### src/hw/rtl/cdrs_pkg.sv
// cdrs_pkg: shared types and constants for the CD ring stream controller.
// Used by cdrs_msf, cdrs_ctrl and cdrom_ring_stream_controller; no dependencies.
`default_nettype none

package cdrs_pkg;

    // Ring and run geometry
    localparam int unsigned RING_BYTES   = 32768;
    localparam int unsigned RUN_SECTORS  = 8;
    localparam int unsigned SECTOR_BYTES = 2048;
    localparam int          SECT_SHIFT   = $clog2(SECTOR_BYTES);
    localparam logic [14:0] RING_ADDR_MASK = 15'(RING_BYTES - 1);

    // Sector counter holds up to 2^21 sectors plus headroom
    localparam int SI_W    = 22;
    localparam int RUN_W   = $clog2(RUN_SECTORS + 1);
    localparam int FRAME_W = 22;

    // MSF conversion
    localparam int unsigned PREGAP_FRAMES   = 150;
    localparam int unsigned FRAMES_PER_SEC  = 75;
    localparam int unsigned SECS_PER_MIN    = 60;
    localparam int unsigned FRAMES_PER_MIN  = FRAMES_PER_SEC * SECS_PER_MIN;
    localparam int          MIN_SHIFT       = 24;
    localparam int unsigned MIN_RECIP       = (1 << MIN_SHIFT) / FRAMES_PER_MIN;
    localparam int          SEC_SHIFT       = 14;
    localparam int unsigned SEC_RECIP       = (1 << SEC_SHIFT) / FRAMES_PER_SEC;

    // Configuration register indexes
    localparam logic [1:0] CFG_START_SECTOR = 2'd0;
    localparam logic [1:0] CFG_FILE_BYTES   = 2'd1;
    localparam logic [1:0] CFG_LOOP_ENABLE  = 2'd2;

    typedef struct packed {
        logic        step_enable;
        logic [31:0] read_pos;
        logic        drive_ready;
        logic        status_waiting;
        logic [7:0]  status_code;
        logic [7:0]  data_byte;
    } in_t;

    typedef struct packed {
        logic        port_write;
        logic [1:0]  port_select;
        logic [7:0]  port_value;
        logic [1:0]  port_read;
        logic        ring_write;
        logic [14:0] ring_addr;
        logic [7:0]  ring_data;
        logic [31:0] fill_count;
        logic [2:0]  stream_state;
    } out_t;

    typedef struct packed {
        logic [18:0]     start_sector;
        logic [31:0]     file_bytes;
        logic            loop_enable;
        logic [SI_W-1:0] sector_total;
    } cfg_t;

    // One BCD minute-second-frame triple plus conversion-in-flight flag
    typedef struct packed {
        logic       busy;
        logic [7:0] mm;
        logic [7:0] ss;
        logic [7:0] ff;
    } msf_t;

    // ((v/10)<<4 | v%10) truncated to a byte; v*205>>11 is exact below 1029
    function automatic logic [7:0] to_bcd(input logic [9:0] v);
        logic [17:0] prod;
        logic [6:0]  tens;
        logic [9:0]  tens_x10;
        logic [9:0]  ones;
        prod     = 18'(v) * 18'd205;
        tens     = prod[17:11];
        tens_x10 = (10'(tens) << 3) + (10'(tens) << 1);
        ones     = v - tens_x10;
        return {tens[3:0], ones[3:0]};
    endfunction

endpackage

`default_nettype wire

### src/hw/rtl/cdrs_msf.sv
// cdrs_msf: pipelined LBA to BCD minute-second-frame converter (8 stages).
// Depends on cdrs_pkg for widths, reciprocal constants and to_bcd.
`default_nettype none

module cdrs_msf (
    input  wire logic                          clk,
    input  wire logic                          rst_n,
    input  wire logic                          launch,
    input  wire logic [cdrs_pkg::FRAME_W-1:0]  lba,
    input  wire logic [cdrs_pkg::RUN_W-1:0]    offset,
    output cdrs_pkg::msf_t                     result
);

    localparam int FW      = cdrs_pkg::FRAME_W;
    localparam int MIN_W   = 10;
    localparam int REM2_W  = 14;
    localparam int REM_W   = 13;
    localparam int PROD1_W = FW + 12;
    localparam int PROD4_W = REM_W + 8;

    logic [6:0]         vld_reg, vld_next;
    logic [FW-1:0]      frm0_reg, frm0_next;
    logic [PROD1_W-1:0] prod1_reg, prod1_next;
    logic [FW-1:0]      frm1_reg, frm1_next;
    logic [MIN_W-1:0]   min2_reg, min2_next;
    logic [REM2_W-1:0]  rem2_reg, rem2_next;
    logic [MIN_W-1:0]   min3_reg, min3_next;
    logic [REM_W-1:0]   rem3_reg, rem3_next;
    logic [PROD4_W-1:0] prod4_reg, prod4_next;
    logic [REM_W-1:0]   rem4_reg, rem4_next;
    logic [MIN_W-1:0]   min4_reg, min4_next;
    logic [6:0]         sec5_reg, sec5_next;
    logic [7:0]         frm5_reg, frm5_next;
    logic [MIN_W-1:0]   min5_reg, min5_next;
    logic [6:0]         sec6_reg, sec6_next;
    logic [7:0]         frm6_reg, frm6_next;
    logic [MIN_W-1:0]   min6_reg, min6_next;
    logic [7:0]         mm_reg, mm_next;
    logic [7:0]         ss_reg, ss_next;
    logic [7:0]         ff_reg, ff_next;
    logic [FW-1:0]      min_frames;
    logic [REM_W-1:0]   sec_frames;

    always_comb
    begin
        vld_next = {vld_reg[5:0], launch};

        // stage 0: absolute frame number
        frm0_next = lba + FW'(offset) + FW'(cdrs_pkg::PREGAP_FRAMES);

        // stage 1: minutes estimate by reciprocal
        prod1_next = PROD1_W'(frm0_reg) * PROD1_W'(cdrs_pkg::MIN_RECIP);
        frm1_next  = frm0_reg;

        // stage 2: remainder, may still hold one extra minute
        min2_next  = MIN_W'(prod1_reg >> cdrs_pkg::MIN_SHIFT);
        min_frames = FW'(min2_next) * FW'(cdrs_pkg::FRAMES_PER_MIN);
        rem2_next  = REM2_W'(frm1_reg - min_frames);

        // stage 3: correction
        if (rem2_reg >= REM2_W'(cdrs_pkg::FRAMES_PER_MIN))
        begin
            min3_next = min2_reg + MIN_W'(1);
            rem3_next = REM_W'(rem2_reg - REM2_W'(cdrs_pkg::FRAMES_PER_MIN));
        end
        else
        begin
            min3_next = min2_reg;
            rem3_next = REM_W'(rem2_reg);
        end

        // stage 4: seconds estimate
        prod4_next = PROD4_W'(rem3_reg) * PROD4_W'(cdrs_pkg::SEC_RECIP);
        rem4_next  = rem3_reg;
        min4_next  = min3_reg;

        // stage 5: frame remainder
        sec5_next  = 7'(prod4_reg >> cdrs_pkg::SEC_SHIFT);
        sec_frames = REM_W'(sec5_next) * REM_W'(cdrs_pkg::FRAMES_PER_SEC);
        frm5_next  = 8'(rem4_reg - sec_frames);
        min5_next  = min4_reg;

        // stage 6: correction
        if (frm5_reg >= 8'(cdrs_pkg::FRAMES_PER_SEC))
        begin
            sec6_next = sec5_reg + 7'd1;
            frm6_next = frm5_reg - 8'(cdrs_pkg::FRAMES_PER_SEC);
        end
        else
        begin
            sec6_next = sec5_reg;
            frm6_next = frm5_reg;
        end
        min6_next = min5_reg;

        // stage 7: BCD, held until the next conversion
        if (vld_reg[6])
        begin
            mm_next = cdrs_pkg::to_bcd(min6_reg);
            ss_next = cdrs_pkg::to_bcd(10'(sec6_reg));
            ff_next = cdrs_pkg::to_bcd(10'(frm6_reg));
        end
        else
        begin
            mm_next = mm_reg;
            ss_next = ss_reg;
            ff_next = ff_reg;
        end
    end

    always_ff @(posedge clk or negedge rst_n)
    begin
        if (!rst_n)
        begin
            vld_reg <= '0;
        end
        else
        begin
            vld_reg <= vld_next;
        end
    end

    always_ff @(posedge clk)
    begin
        frm0_reg  <= frm0_next;
        prod1_reg <= prod1_next;
        frm1_reg  <= frm1_next;
        min2_reg  <= min2_next;
        rem2_reg  <= rem2_next;
        min3_reg  <= min3_next;
        rem3_reg  <= rem3_next;
        prod4_reg <= prod4_next;
        rem4_reg  <= rem4_next;
        min4_reg  <= min4_next;
        sec5_reg  <= sec5_next;
        frm5_reg  <= frm5_next;
        min5_reg  <= min5_next;
        sec6_reg  <= sec6_next;
        frm6_reg  <= frm6_next;
        min6_reg  <= min6_next;
        mm_reg    <= mm_next;
        ss_reg    <= ss_next;
        ff_reg    <= ff_next;
    end

    assign result.busy = |vld_reg;
    assign result.mm   = mm_reg;
    assign result.ss   = ss_reg;
    assign result.ff   = ff_reg;

endmodule

`default_nettype wire

### src/hw/rtl/cdrs_ctrl.sv
// cdrs_ctrl: streaming state machine, fill/sector counters and command sequencing.
// Depends on cdrs_pkg and cdrs_msf (two instances: run start and run end).
`default_nettype none

module cdrs_ctrl (
    input  wire logic           clk,
    input  wire logic           rst_n,
    input  wire logic           fire,
    input  wire cdrs_pkg::in_t  item,
    input  wire cdrs_pkg::cfg_t cfg,
    output cdrs_pkg::out_t      res
);

    typedef enum logic [7:0] {
        PH_IDLE       = 8'b0000_0001,
        PH_SETUP      = 8'b0000_0010,
        PH_SETUP_WAIT = 8'b0000_0100,
        PH_ISSUE      = 8'b0000_1000,
        PH_WAIT       = 8'b0001_0000,
        PH_XFER       = 8'b0010_0000,
        PH_DONE       = 8'b0100_0000,
        PH_ERROR      = 8'b1000_0000
    } phase_t;

    localparam logic [2:0] ST_IDLE       = 3'd0;
    localparam logic [2:0] ST_SETUP      = 3'd1;
    localparam logic [2:0] ST_SETUP_WAIT = 3'd2;
    localparam logic [2:0] ST_ISSUE      = 3'd3;
    localparam logic [2:0] ST_WAIT       = 3'd4;
    localparam logic [2:0] ST_XFER       = 3'd5;
    localparam logic [2:0] ST_DONE       = 3'd6;
    localparam logic [2:0] ST_ERROR      = 3'd7;

    localparam logic [1:0] PSEL_PARAM  = 2'd0;
    localparam logic [1:0] PSEL_CMD    = 2'd1;
    localparam logic [1:0] PSEL_XFER   = 2'd2;
    localparam logic [1:0] PSEL_MASTER = 2'd3;

    localparam logic [1:0] RD_NONE   = 2'd0;
    localparam logic [1:0] RD_STATUS = 2'd1;
    localparam logic [1:0] RD_DATA   = 2'd2;

    localparam logic [7:0] CMD_SETUP      = 8'hA0;
    localparam logic [7:0] SETUP_MODE     = 8'h08;
    localparam logic [7:0] SETUP_ARG      = 8'h01;
    localparam logic [7:0] CMD_READ       = 8'h02 | 8'h20;
    localparam logic [7:0] XFER_ENABLE    = 8'h08;
    localparam logic [7:0] SECTOR_ACK     = 8'hC0;
    localparam logic [7:0] STAT_NONE      = 8'h00;
    localparam logic [7:0] STAT_READ_DONE = 8'h06;
    localparam logic [7:0] STAT_DATA_END  = 8'h21;
    localparam logic [7:0] STAT_DATA_RDY  = 8'h22;

    localparam logic [3:0] CMD_LAST = 4'd8;
    localparam logic [3:0] CMD_NONE = 4'd9;

    localparam int SI_W = cdrs_pkg::SI_W;
    localparam int BI_W = cdrs_pkg::SECT_SHIFT;
    localparam int RW   = cdrs_pkg::RUN_W;

    phase_t          phase_reg, phase_next;
    logic [31:0]     fill_reg, fill_next;
    logic [SI_W-1:0] si_reg, si_next;
    logic [BI_W-1:0] byte_reg, byte_next;
    logic [3:0]      cmd_reg, cmd_next;

    logic [31:0]     pending;
    logic [31:0]     free_bytes;
    logic [SI_W-1:0] si_eff;
    logic [SI_W-1:0] remaining;
    logic [RW-1:0]   run;
    logic [31:0]     need;
    logic [SI_W+BI_W-1:0] xfer_pos;
    logic [7:0]      issue_byte;
    logic [7:0]      setup_byte;
    logic            launch;
    logic            in_setup;
    cdrs_pkg::msf_t  msf_lo;
    cdrs_pkg::msf_t  msf_hi;

    // run start and inclusive run end
    cdrs_msf u_msf_lo (
        .clk    (clk),
        .rst_n  (rst_n),
        .launch (launch),
        .lba    (cdrs_pkg::FRAME_W'(cfg.start_sector) + cdrs_pkg::FRAME_W'(si_eff)),
        .offset ('0),
        .result (msf_lo)
    );

    cdrs_msf u_msf_hi (
        .clk    (clk),
        .rst_n  (rst_n),
        .launch (launch),
        .lba    (cdrs_pkg::FRAME_W'(cfg.start_sector) + cdrs_pkg::FRAME_W'(si_eff)),
        .offset (run - RW'(1)),
        .result (msf_hi)
    );

    always_comb
    begin
        pending    = fill_reg - item.read_pos;
        free_bytes = 32'(cdrs_pkg::RING_BYTES) - pending;

        if (si_reg >= cfg.sector_total)
            si_eff = '0;
        else
            si_eff = si_reg;

        remaining = cfg.sector_total - si_eff;
        if (remaining > SI_W'(cdrs_pkg::RUN_SECTORS))
            run = RW'(cdrs_pkg::RUN_SECTORS);
        else
            run = RW'(remaining);
        need = 32'(run) << cdrs_pkg::SECT_SHIFT;

        xfer_pos = {si_reg, byte_reg};
        in_setup = (phase_reg == PH_SETUP);

        case (cmd_reg)
            4'd0:    issue_byte = msf_lo.mm;
            4'd1:    issue_byte = msf_lo.ss;
            4'd2:    issue_byte = msf_lo.ff;
            4'd3:    issue_byte = msf_hi.mm;
            4'd4:    issue_byte = msf_hi.ss;
            4'd5:    issue_byte = msf_hi.ff;
            default: issue_byte = 8'h00;
        endcase

        case (cmd_reg)
            4'd0:    setup_byte = SETUP_MODE;
            4'd1:    setup_byte = SETUP_ARG;
            default: setup_byte = 8'h00;
        endcase

        phase_next = phase_reg;
        fill_next  = fill_reg;
        si_next    = si_reg;
        byte_next  = byte_reg;
        cmd_next   = cmd_reg;
        launch     = 1'b0;

        res             = '0;
        res.port_read   = RD_NONE;

        if (fire && item.step_enable)
        begin
            case (phase_reg)
                PH_IDLE:
                begin
                    if (cfg.sector_total == '0)
                        phase_next = PH_DONE;
                    else if (si_reg >= cfg.sector_total && !cfg.loop_enable)
                        phase_next = PH_DONE;
                    else
                    begin
                        si_next = si_eff;
                        if (free_bytes >= need)
                        begin
                            launch     = 1'b1;
                            cmd_next   = '0;
                            phase_next = PH_SETUP;
                        end
                    end
                end
                PH_SETUP, PH_ISSUE:
                begin
                    if (item.drive_ready && cmd_reg < CMD_NONE)
                    begin
                        res.port_write = 1'b1;
                        if (cmd_reg < CMD_LAST)
                        begin
                            res.port_select = PSEL_PARAM;
                            res.port_value  = in_setup ? setup_byte : issue_byte;
                        end
                        else
                        begin
                            res.port_select = PSEL_CMD;
                            res.port_value  = in_setup ? CMD_SETUP : CMD_READ;
                        end
                        cmd_next = cmd_reg + 4'd1;
                        if (cmd_reg == CMD_LAST)
                            phase_next = in_setup ? PH_SETUP_WAIT : PH_WAIT;
                    end
                end
                PH_SETUP_WAIT:
                begin
                    if (item.status_waiting)
                    begin
                        res.port_read = RD_STATUS;
                        cmd_next      = '0;
                        phase_next    = PH_ISSUE;
                    end
                end
                PH_WAIT:
                begin
                    if (item.status_waiting)
                    begin
                        res.port_read = RD_STATUS;
                        if (item.status_code inside {STAT_DATA_RDY, STAT_DATA_END})
                        begin
                            res.port_write  = 1'b1;
                            res.port_select = PSEL_XFER;
                            res.port_value  = XFER_ENABLE;
                            byte_next       = '0;
                            phase_next      = PH_XFER;
                        end
                        else if (item.status_code == STAT_READ_DONE)
                        begin
                            res.port_write  = 1'b1;
                            res.port_select = PSEL_MASTER;
                            res.port_value  = SECTOR_ACK;
                            phase_next      = PH_IDLE;
                        end
                        else if (item.status_code != STAT_NONE)
                            phase_next = PH_ERROR;
                    end
                end
                PH_XFER:
                begin
                    res.port_read = RD_DATA;
                    // padding past file end is drained but not stored
                    if ({1'b0, xfer_pos} < (SI_W+BI_W+1)'(cfg.file_bytes))
                    begin
                        res.ring_write = 1'b1;
                        res.ring_addr  = fill_reg[14:0] & cdrs_pkg::RING_ADDR_MASK;
                        res.ring_data  = item.data_byte;
                        fill_next      = fill_reg + 32'd1;
                    end
                    byte_next = byte_reg + BI_W'(1);
                    if (&byte_reg)
                    begin
                        res.port_write  = 1'b1;
                        res.port_select = PSEL_MASTER;
                        res.port_value  = SECTOR_ACK;
                        si_next         = (&si_reg) ? si_reg : si_reg + SI_W'(1);
                        phase_next      = PH_WAIT;
                    end
                end
                default:
                begin
                end
            endcase
        end

        res.fill_count = fill_next;
        case (phase_next)
            PH_IDLE:       res.stream_state = ST_IDLE;
            PH_SETUP:      res.stream_state = ST_SETUP;
            PH_SETUP_WAIT: res.stream_state = ST_SETUP_WAIT;
            PH_ISSUE:      res.stream_state = ST_ISSUE;
            PH_WAIT:       res.stream_state = ST_WAIT;
            PH_XFER:       res.stream_state = ST_XFER;
            PH_DONE:       res.stream_state = ST_DONE;
            PH_ERROR:      res.stream_state = ST_ERROR;
            default:       res.stream_state = ST_IDLE;
        endcase
    end

    always_ff @(posedge clk or negedge rst_n)
    begin
        if (!rst_n)
        begin
            phase_reg <= PH_IDLE;
            fill_reg  <= '0;
            si_reg    <= '0;
            byte_reg  <= '0;
            cmd_reg   <= CMD_NONE;
        end
        else if (fire)
        begin
            phase_reg <= phase_next;
            fill_reg  <= fill_next;
            si_reg    <= si_next;
            byte_reg  <= byte_next;
            cmd_reg   <= cmd_next;
        end
    end

    // MSF bytes must be settled before the read command goes out
    a_msf_settled: assert property (@(posedge clk) disable iff (!rst_n)
        fire && phase_reg == PH_ISSUE |-> !msf_lo.busy && !msf_hi.busy)
        else $error("read command issued while MSF conversion in flight");

    a_ring_needs_data: assert property (@(posedge clk) disable iff (!rst_n)
        res.ring_write |-> res.port_read == RD_DATA)
        else $error("ring write without a data port read");

    a_fill_only_on_store: assert property (@(posedge clk) disable iff (!rst_n)
        fire && !res.ring_write |=> $stable(fill_reg))
        else $error("fill position moved without a ring write");

    a_hold_when_idle: assert property (@(posedge clk) disable iff (!rst_n)
        !fire |=> $stable(phase_reg) && $stable(si_reg) && $stable(cmd_reg))
        else $error("state changed without an advancing request");

endmodule

`default_nettype wire

### src/hw/rtl/cdrom_ring_stream_controller.sv
// A request accepted into the input register steps cdrs_ctrl, and its result is captured in the
// result register and shown on out_valid; out_stall can hold it there. One request per clock is
// taken while out_stall does not hold a full result register; the MSF converter runs alongside.
// Reset (rst_n low, async): state idle, fill/sector counters zero, config registers zero, pipe empty.
// Depends on cdrs_pkg, cdrs_ctrl, cdrs_msf.
`default_nettype none

module cdrom_ring_stream_controller (
    input  wire logic          clk,
    input  wire logic          rst_n,
    // request side
    input  wire logic          in_valid,
    output logic               in_stall,
    input  wire cdrs_pkg::in_t in_item,
    // result side
    output logic               out_valid,
    input  wire logic          out_stall,
    output cdrs_pkg::out_t     out_item,
    // configuration writes
    input  wire logic          cfg_write,
    input  wire logic [1:0]    cfg_index,
    input  wire logic [31:0]   cfg_data
);

    // Input register: holds one request until the result register can take its result.
    logic           in_full_reg, in_full_next;
    cdrs_pkg::in_t  in_item_reg, in_item_next;
    // Result register: parts the two sides, so a new request is taken while a result waits.
    logic           out_full_reg, out_full_next;
    cdrs_pkg::out_t out_item_reg, out_item_next;

    // Configuration registers; total sector count is precomputed on file size write.
    logic [18:0]             start_reg, start_next;
    logic [31:0]             file_reg, file_next;
    logic                    loop_reg, loop_next;
    logic [cdrs_pkg::SI_W-1:0] total_reg, total_next;

    logic           out_free;
    logic           advance;
    logic           in_take;
    cdrs_pkg::cfg_t cfg;
    cdrs_pkg::out_t step_res;

    assign out_free = !out_full_reg || !out_stall;
    assign advance  = in_full_reg && out_free;
    assign in_stall = in_full_reg && !out_free;
    assign in_take  = in_valid && !in_stall;

    assign cfg.start_sector  = start_reg;
    assign cfg.file_bytes    = file_reg;
    assign cfg.loop_enable   = loop_reg;
    assign cfg.sector_total  = total_reg;

    cdrs_ctrl u_ctrl (
        .clk   (clk),
        .rst_n (rst_n),
        .fire  (advance),
        .item  (in_item_reg),
        .cfg   (cfg),
        .res   (step_res)
    );

    always_comb
    begin
        // input stage
        if (in_take)
            in_full_next = 1'b1;
        else if (advance)
            in_full_next = 1'b0;
        else
            in_full_next = in_full_reg;
        in_item_next = in_take ? in_item : in_item_reg;

        // result stage
        out_full_next = out_free ? advance : out_full_reg;
        out_item_next = advance ? step_res : out_item_reg;

        // config writes; index 3 is ignored
        start_next = start_reg;
        file_next  = file_reg;
        loop_next  = loop_reg;
        total_next = total_reg;
        if (cfg_write)
        begin
            case (cfg_index)
                cdrs_pkg::CFG_START_SECTOR: start_next = cfg_data[18:0];
                cdrs_pkg::CFG_FILE_BYTES:
                begin
                    file_next  = cfg_data;
                    // ceil(bytes / sector size), no wrap
                    total_next = cdrs_pkg::SI_W'(cfg_data >> cdrs_pkg::SECT_SHIFT)
                               + cdrs_pkg::SI_W'(|cfg_data[cdrs_pkg::SECT_SHIFT-1:0]);
                end
                cdrs_pkg::CFG_LOOP_ENABLE:  loop_next = cfg_data[0];
                default:
                begin
                end
            endcase
        end
    end

    always_ff @(posedge clk or negedge rst_n)
    begin
        if (!rst_n)
        begin
            in_full_reg  <= 1'b0;
            out_full_reg <= 1'b0;
            start_reg    <= '0;
            file_reg     <= '0;
            loop_reg     <= 1'b0;
            total_reg    <= '0;
        end
        else
        begin
            in_full_reg  <= in_full_next;
            out_full_reg <= out_full_next;
            start_reg    <= start_next;
            file_reg     <= file_next;
            loop_reg     <= loop_next;
            total_reg    <= total_next;
        end
    end

    always_ff @(posedge clk)
    begin
        in_item_reg  <= in_item_next;
        out_item_reg <= out_item_next;
    end

    assign out_valid = out_full_reg;
    assign out_item  = out_item_reg;

endmodule

`default_nettype wire
### config.mk
export PLATFORM = sky130hd
export DESIGN_NAME = cdrom_ring_stream_controller
export DESIGN_NICKNAME = d
export VERILOG_FILES = /design/src/hw/rtl/cdrs_pkg.sv /design/src/hw/rtl/cdrs_msf.sv /design/src/hw/rtl/cdrs_ctrl.sv /design/src/hw/rtl/cdrom_ring_stream_controller.sv
export SDC_FILE = /design/constraint.sdc
export NUM_CORES = 2
export LEC_CHECK = 0
export ABC_AREA = 1
export ABC_CLOCK_PERIOD_IN_PS = 21700
export BUFFER_PORTS_ARGS = -buffer_cell sky130_fd_sc_hd__buf_4
export CAP_MARGIN = 25
export CORE_ASPECT_RATIO = 0.6
export CORE_MARGIN = 1
export CORE_UTILIZATION = 45
export DETAILED_ROUTE_END_ITERATION = 10
export GPL_ROUTABILITY_DRIVEN = 0
export GPL_TIMING_DRIVEN = 0
export PLACE_DENSITY = 0.68
export SYNTH_ARGS = -nofsm -noshare
export SYNTH_HDL_FRONTEND = slang
export SYNTH_SLANG_ARGS = --single-unit
### constraint.sdc
create_clock -name clk -period 21.7 [get_ports clk]
set_input_delay 1.085 -clock clk [delete_from_list [all_inputs] [get_ports clk]]
set_output_delay 1.085 -clock clk [all_outputs]
set_load 0.1 [all_outputs]
* After elaboration in Yosys (flattened, before gate mapping)
Index checks and enable logic that the tools add are counted.
** Storage, ports and cells
- Register bits :: 740
- Output and inout port bits :: 74
- Logic and storage cells :: 256
** Operators by class
- Add/subtract/negate cells :: 37
- Multiply operators :: 14
- Order comparisons :: 10
- Equality and inequality tests :: 33
- Multiplexer cells :: 63
- Reductions and logical operators :: 33
** Operators by type and width (number)
- $mux 8 :: 16
- $mux 22 :: 5
- $mux 32 :: 3
- $mux 11 :: 6
- $mul 22x8->30 const B :: 2
- $pmux 8 s6 :: 1
- $add 22x8->22 const B :: 2
- $pmux 22 s2 :: 1
- $mul 13x7->20 const B :: 2
- $pmux 8 s5 :: 1
- $mux 13 :: 3
- $lt 33x32->1 :: 1
- $pmux 11 s3 :: 1
- $add 32x1->32 const B :: 1
- $eq 8x6->1 const B :: 4
- $ge 32x15->1 :: 1
- $sub 16x32->32 const A :: 1
- $sub 32x32->32 :: 1
- $mul 10x8->15 const B :: 2
- $mul 7x8->15 const B :: 2
- $mul 8x8->15 const B :: 2
- $ge 14x13->1 const B :: 2
- $sub 14x14->14 :: 2
- $sub 13x13->13 const B :: 2
- other kinds (65) :: 126

* Depth between registers and ports, before layout
- Word-level depth :: 13
- Mapped depth :: 51

* Cells and area by module
A second synthesis with hierarchy kept.
** Unflattened totals
- Cell total of the unflattened synthesis :: 6395
- Area total of the unflattened synthesis :: 53171.0 um^2
** By module, submodules not included
- cdrs_msf (u_ctrl.u_msf_lo) :: times used 1, cells an instance 1917, area an instance 16796.1 um^2, seq. area each 4259.1 um^2
- cdrs_msf (u_ctrl.u_msf_hi) :: times used 1, cells an instance 1794, area an instance 16345.7 um^2, seq. area each 4259.1 um^2
- cdrs_ctrl :: times used 1, cells an instance 2154, area an instance 12911.1 um^2, seq. area each 1930.6 um^2
- cdrom_ring_stream_controller :: times used 1, cells an instance 530, area an instance 7118.1 um^2, seq. area each 5595.4 um^2

* Worst setup path before layout
Ideal clock, no wire load.
- Path kind :: input to register
- Start point :: in out_stall
- End point :: reg out_item_reg, in the netlist out_item[16] (data pin)
- Library setup time :: 0.259 ns
- Arrival time :: 7.037 ns
- Setup slack :: 14.403 ns
- Stages :: 9
- Buffers on the path :: 0
- Cells stage by stage :: a21oi_1 -> nand2_1 -> nor2_4 -> inv_2 -> nor2_8 -> nand2_2 -> nor4_4 -> nand2_1 -> xor2_1
** RTL lines
- from (decl) :: RTL line cdrom_ring_stream_controller.sv:17 : input wire logic out_stall,
- to (signal assigned) :: RTL line cdrom_ring_stream_controller.sv:127 : out_item_reg <= out_item_next;
- to (decl) :: RTL line cdrom_ring_stream_controller.sv:30 : cdrs_pkg::out_t out_item_reg, out_item_next;

* Final worst setup path
- Start point :: reg total_reg[15] (netlist bit)
- End point :: reg u_ctrl.u_msf_hi.frm0_reg[21]
** Between the ends
- Longest elaborated chain between the ends :: 8
- Elaborated cells on any way between the ends :: 9
- Classes of those cells :: add/sub (5); order compare (2); mux (2)
** RTL lines
- from (decl) :: RTL line cdrom_ring_stream_controller.sv:36 : logic [cdrs_pkg::SI_W-1:0] total_reg, total_next;
- from (signal assigned) :: RTL line cdrom_ring_stream_controller.sv:120 : total_reg <= total_next;
- $ge 22x22->1 :: RTL line cdrs_ctrl.sv:105 : if (si_reg >= cfg.sector_total)
- $mux 22 :: RTL line cdrs_ctrl.sv:105
- $sub 22x22->22 :: RTL line cdrs_ctrl.sv:110 : remaining = cfg.sector_total - si_eff;
- $gt 22x4->1 :: RTL line cdrs_ctrl.sv:111 : if (remaining > SI_W'(cdrs_pkg::RUN_SECTORS))
- $mux 4 :: RTL line cdrs_ctrl.sv:111
- $sub 4x1->4 :: RTL line cdrs_ctrl.sv:96 : .offset (run - RW'(1)),
- $add 22x4->22 * :: RTL line cdrs_msf.sv:49 : frm0_next = lba + FW'(offset) + FW'(cdrs_pkg::PREGAP_FRAMES);
- $add 22x8->22 * :: RTL line cdrs_msf.sv:49
- net u_ctrl.u_msf_hi.frm0_next[21] :: RTL line cdrs_msf.sv:22 : logic [FW-1:0] frm0_reg, frm0_next;
- to (signal assigned) :: RTL line cdrs_msf.sv:125 : frm0_reg <= frm0_next;
- to (decl) :: RTL line cdrs_msf.sv:22
Mark *: on every way through the listed nets, which the timed path passes. The rest lies on a longest branch.
A chain may end at the register's enable or synchronous reset.

==> flow_metrics.py <==
metrics = {
    "status": {
        "status": "finished, final reports clean",
    },
    "global_route": {
        "grt_pass1_wl_mm": 186,
        "grt_max_degree": 98,
        "antenna_found_initial": 1,
        "grt.overflow.total": 0,
        "first_global_vias": 35300,
        "grt_usage": 0.210,
    },
    "routing": {
        "drt-pass1-iter-count": 7,
        "ant_nets": 0,
        "route.met3.wl_mm": 10.4,
        "viasPerCell": 5.10,
        "vias": 36100,
        "drc": 0,
        "drt-initial-drc-count": 2578,
        "drt_wl_total_mm": 115,
        "highest-signal-layer": "met4",
        "m1WireLength_mm": 57.3,
        "wl_per_cell_um": 16.3,
        "dr_wl_met2_mm": 45.4,
    },
    "synthesis": {
        "synth_top_area_share": 0.199,
        "synth_compound_area_frac": 0.0805,
        "synth_area_leader_cell": "ha_1",
        "syn_inst": 5369,
        "avgSynthCellArea_um2": 9.13,
        "synthMuxAreaShare": 0.000663,
        "synth_area_um2": 49000,
        "ys_seq_elements": 667,
        "ys.flop_type": "dfxtp_1",
        "synth_top_family_by_area": "adder cells",
        "synth_cell_types": 70,
        "synth-xor-area-share": 0.0693,
        "synth_edf_count": 171,
        "synth_fa_ha_area_frac": 0.312,
        "yosysWarnings": 0,
        "async_flop_share": 0.240,
        "synth-simple-area-share": 0.132,
        "synth.top_cells.by_area": "ha_1, dfxtp_1, fa_1, edfxtp_1, dfrtp_1",
        "synth_nets": 6515,
        "ys_seq_area_frac": 0.324,
    },
    "clock_tree": {
        "clkTransAtPathRegs_ns": 0.07,
        "cts.repair.resized": 0,
        "clockRootBuffer": "clkbuf_16",
        "clock_latency_ns": 0.66,
        "cts_sinks": 667,
        "cts_tree": "yes",
        "clockBufferDepth": 3,
        "htree_levels": 3,
        "cts-hold-fix-buffers": 0,
        "numCtsBuffers": 66,
        "cts_setup_buffers": 0,
    },
    "sta": {
        "min_period_ns": 9.20,
        "setup_viol": 0,
        "fin_setup_tns_ns": 0,
        "worst_slew_pin_slew_ns": 1.00,
        "slew_violations": 0,
        "finalClockSkew_ns": 0.0341,
        "rsz0062_at_grt": "no",
        "post-route-period-util": 0.424,
        "hold_violations": 0,
        "fmax_mhz": 109,
        "slew_headroom": 0.327,
    },
    "setup_path": {
        "worstPathMaxFanout": 10,
        "max_stage_delay_ns": 0.49,
        "critPathSlowestCell": "dfrtp_1",
        "cp-start-kind": "flip-flop",
        "path_common_cell": "nand2_1",
        "critical_path.endpoint_type": "flip-flop",
        "cp.arrival_ns": 9.73,
        "cp.required_ns": 22.23,
        "crit_type": "flip-flop to flip-flop",
    },
    "finish": {
        "synthToLayoutAreaGrowth_pct": 10.9,
        "nets": 6752,
        "drive_above_1_share": 0.0632,
        "fin_cells": 7080,
        "largest_register_ffs": 72,
        "fill_cells": 9831,
    },
    "floorplan": {
        "die-height_um": 258,
        "fp-row-count": 93,
        "dieArea_um2": 110000,
        "fp.coreArea_um2": 108000,
        "fp.dieW_um": 428,
        "boundaryPins": 164,
        "floorplan.initialDensity": 0.456,
    },
    "place": {
        "dp.cells": 6963,
        "hpwl_mm": 94.8,
        "io_buffers": 163,
    },
    "hold_path": {
        "hold_path_class": "flip-flop to flip-flop",
    },
    "job": {
        "drv_cap": 0,
    },
}
per-stage QoR:
step / hold WS [ns] / utilization / setup WS (ns) / instance area, um2
after detailed placement: 0.312 / 0.485 / 12.72 / 52200
final: 0.319 / 0.505 / 12.50 / 54400
after global placement: 0.310 / 0.484 / 9.88 / 52000
after CTS: 0.320 / 0.505 / 12.65 / 54400
after floorplan: 0.310 / - / 14.40 / 49000
after global routing: 0.329 / 0.505 / 11.94 / 54400
cell usage after synthesis, types with 4 or more instances:
| master | number |
|---|---|
| xnor2_1 | 132 |
| fa_1 | 277 |
| nor2_1 | 322 |
| o221ai_1 | 12 |
| buf_2 | 8 |
| a221oi_1 | 9 |
| edfxtp_1 | 171 |
| o21ai_2 | 5 |
| a21o_1 | 25 |
| o22ai_1 | 7 |
| a21boi_1 | 4 |
| and3_1 | 4 |
| buf_1 | 5 |
| o21ai_1 | 27 |
| nor3_2 | 5 |
| o31ai_1 | 5 |
| a31o_2 | 4 |
| nor3_1 | 64 |
| xor2_2 | 4 |
| ha_1 | 779 |
| nand3_1 | 170 |
| o211ai_1 | 22 |
| nor4_1 | 19 |
| nand2_1 | 795 |
| clkinv_1 | 8 |
| a22o_1 | 7 |
| dfxtp_1 | 336 |
| nand4_1 | 77 |
| inv_2 | 19 |
| inv_1 | 1004 |
| o21bai_1 | 19 |
| nand3b_1 | 13 |
| nand3_2 | 5 |
| o21a_1 | 13 |
| a211oi_1 | 12 |
| nor2_2 | 8 |
| a31oi_1 | 14 |
| o21ai_0 | 225 |
| dfrtp_1 | 157 |
| a21oi_1 | 255 |
| clkbuf_1 | 29 |
| nor2_4 | 5 |
| xor2_1 | 242 |
worst max-delay path: cells and delay by family (launching register included):
kind                     cells  cell delay [ns]
buffers and inverters        7             1.30
AO/OA/AOI/OAI                6             1.28
flip-flops                   1             0.49
adder cells (fa/ha/maj)      7             2.18
AND/OR/NAND/NOR             21             3.81
kinds of logic (layout without fill, tap and decap cells):
group | count (synthesis) | count (layout)
xor+xnor | 381 | 381
compound gates | 685 | 685
mux | 3 | 3
simple gates | 1504 | 1504
buf+inv | 1073 | 1357
flops | 667 | 667
other cells | 0 | 2
fa+ha+maj | 1056 | 1056
placed cells by master (no fill, tap or decap), drive strengths merged, types with 25 or more instances in the layout:
cell	instances
ha	779
a21o	25
edfxtp	171
a21oi	260
buf	182
dfxtp	336
nand2	798
xor2	247
clkbuf	117
fa	277
xnor2	134
inv	1027
nor2	336
nand3	175
dfrtp	157
nand4	78
nor3	70
o21ai	258
path summary, 6_finish.rpt:
| kind | cells past startpoint | endpoint | from | slack, ns |
|---|---|---|---|---|
| setup / recovery | 41 | u_ctrl.u_msf_hi.frm0_reg[21] | total_reg[15] | 12.50 |
| hold / removal | 0 | u_ctrl.u_msf_lo.min5_reg[2] | u_ctrl.u_msf_lo.min4_reg[2] | 0.32 |
| setup reg to reg | 41 | u_ctrl.u_msf_hi.frm0_reg[21] | total_reg[15] | 12.50 |
| hold reg to reg | 0 | u_ctrl.u_msf_lo.min5_reg[2] | u_ctrl.u_msf_lo.min4_reg[2] | 0.32 |
| max in group asynchronous | 2 | u_ctrl.u_msf_hi.vld_reg[6] | rst_n | 20.31 |
| min in group asynchronous | 1 | u_ctrl.byte_reg[2] | rst_n | 0.37 |
metal layers:
metal	track usage	up-vias
met5	0	-
met4	0.0418	0
met3	0.0577	133
met2	0.300	1029
met1	0.316	17000
li1	-	18000
area by class of cell:
cell class	instances	area, um2	area share
tap	1425	1780	0.0328
sequential	667	15900	0.292
buffer	42	168	0.00308
multi-input combinational	3629	29100	0.536
clock buffer	88	1870	0.0344
clock inverter	27	298	0.00548
timing repair buffer	169	1370	0.0251
antenna	2	5.00	0.0000920
inverter	1031	3870	0.0712
Power is not shown: default switching activity piles up to over one toggle a cycle in this logic, so the estimate is an artifact.
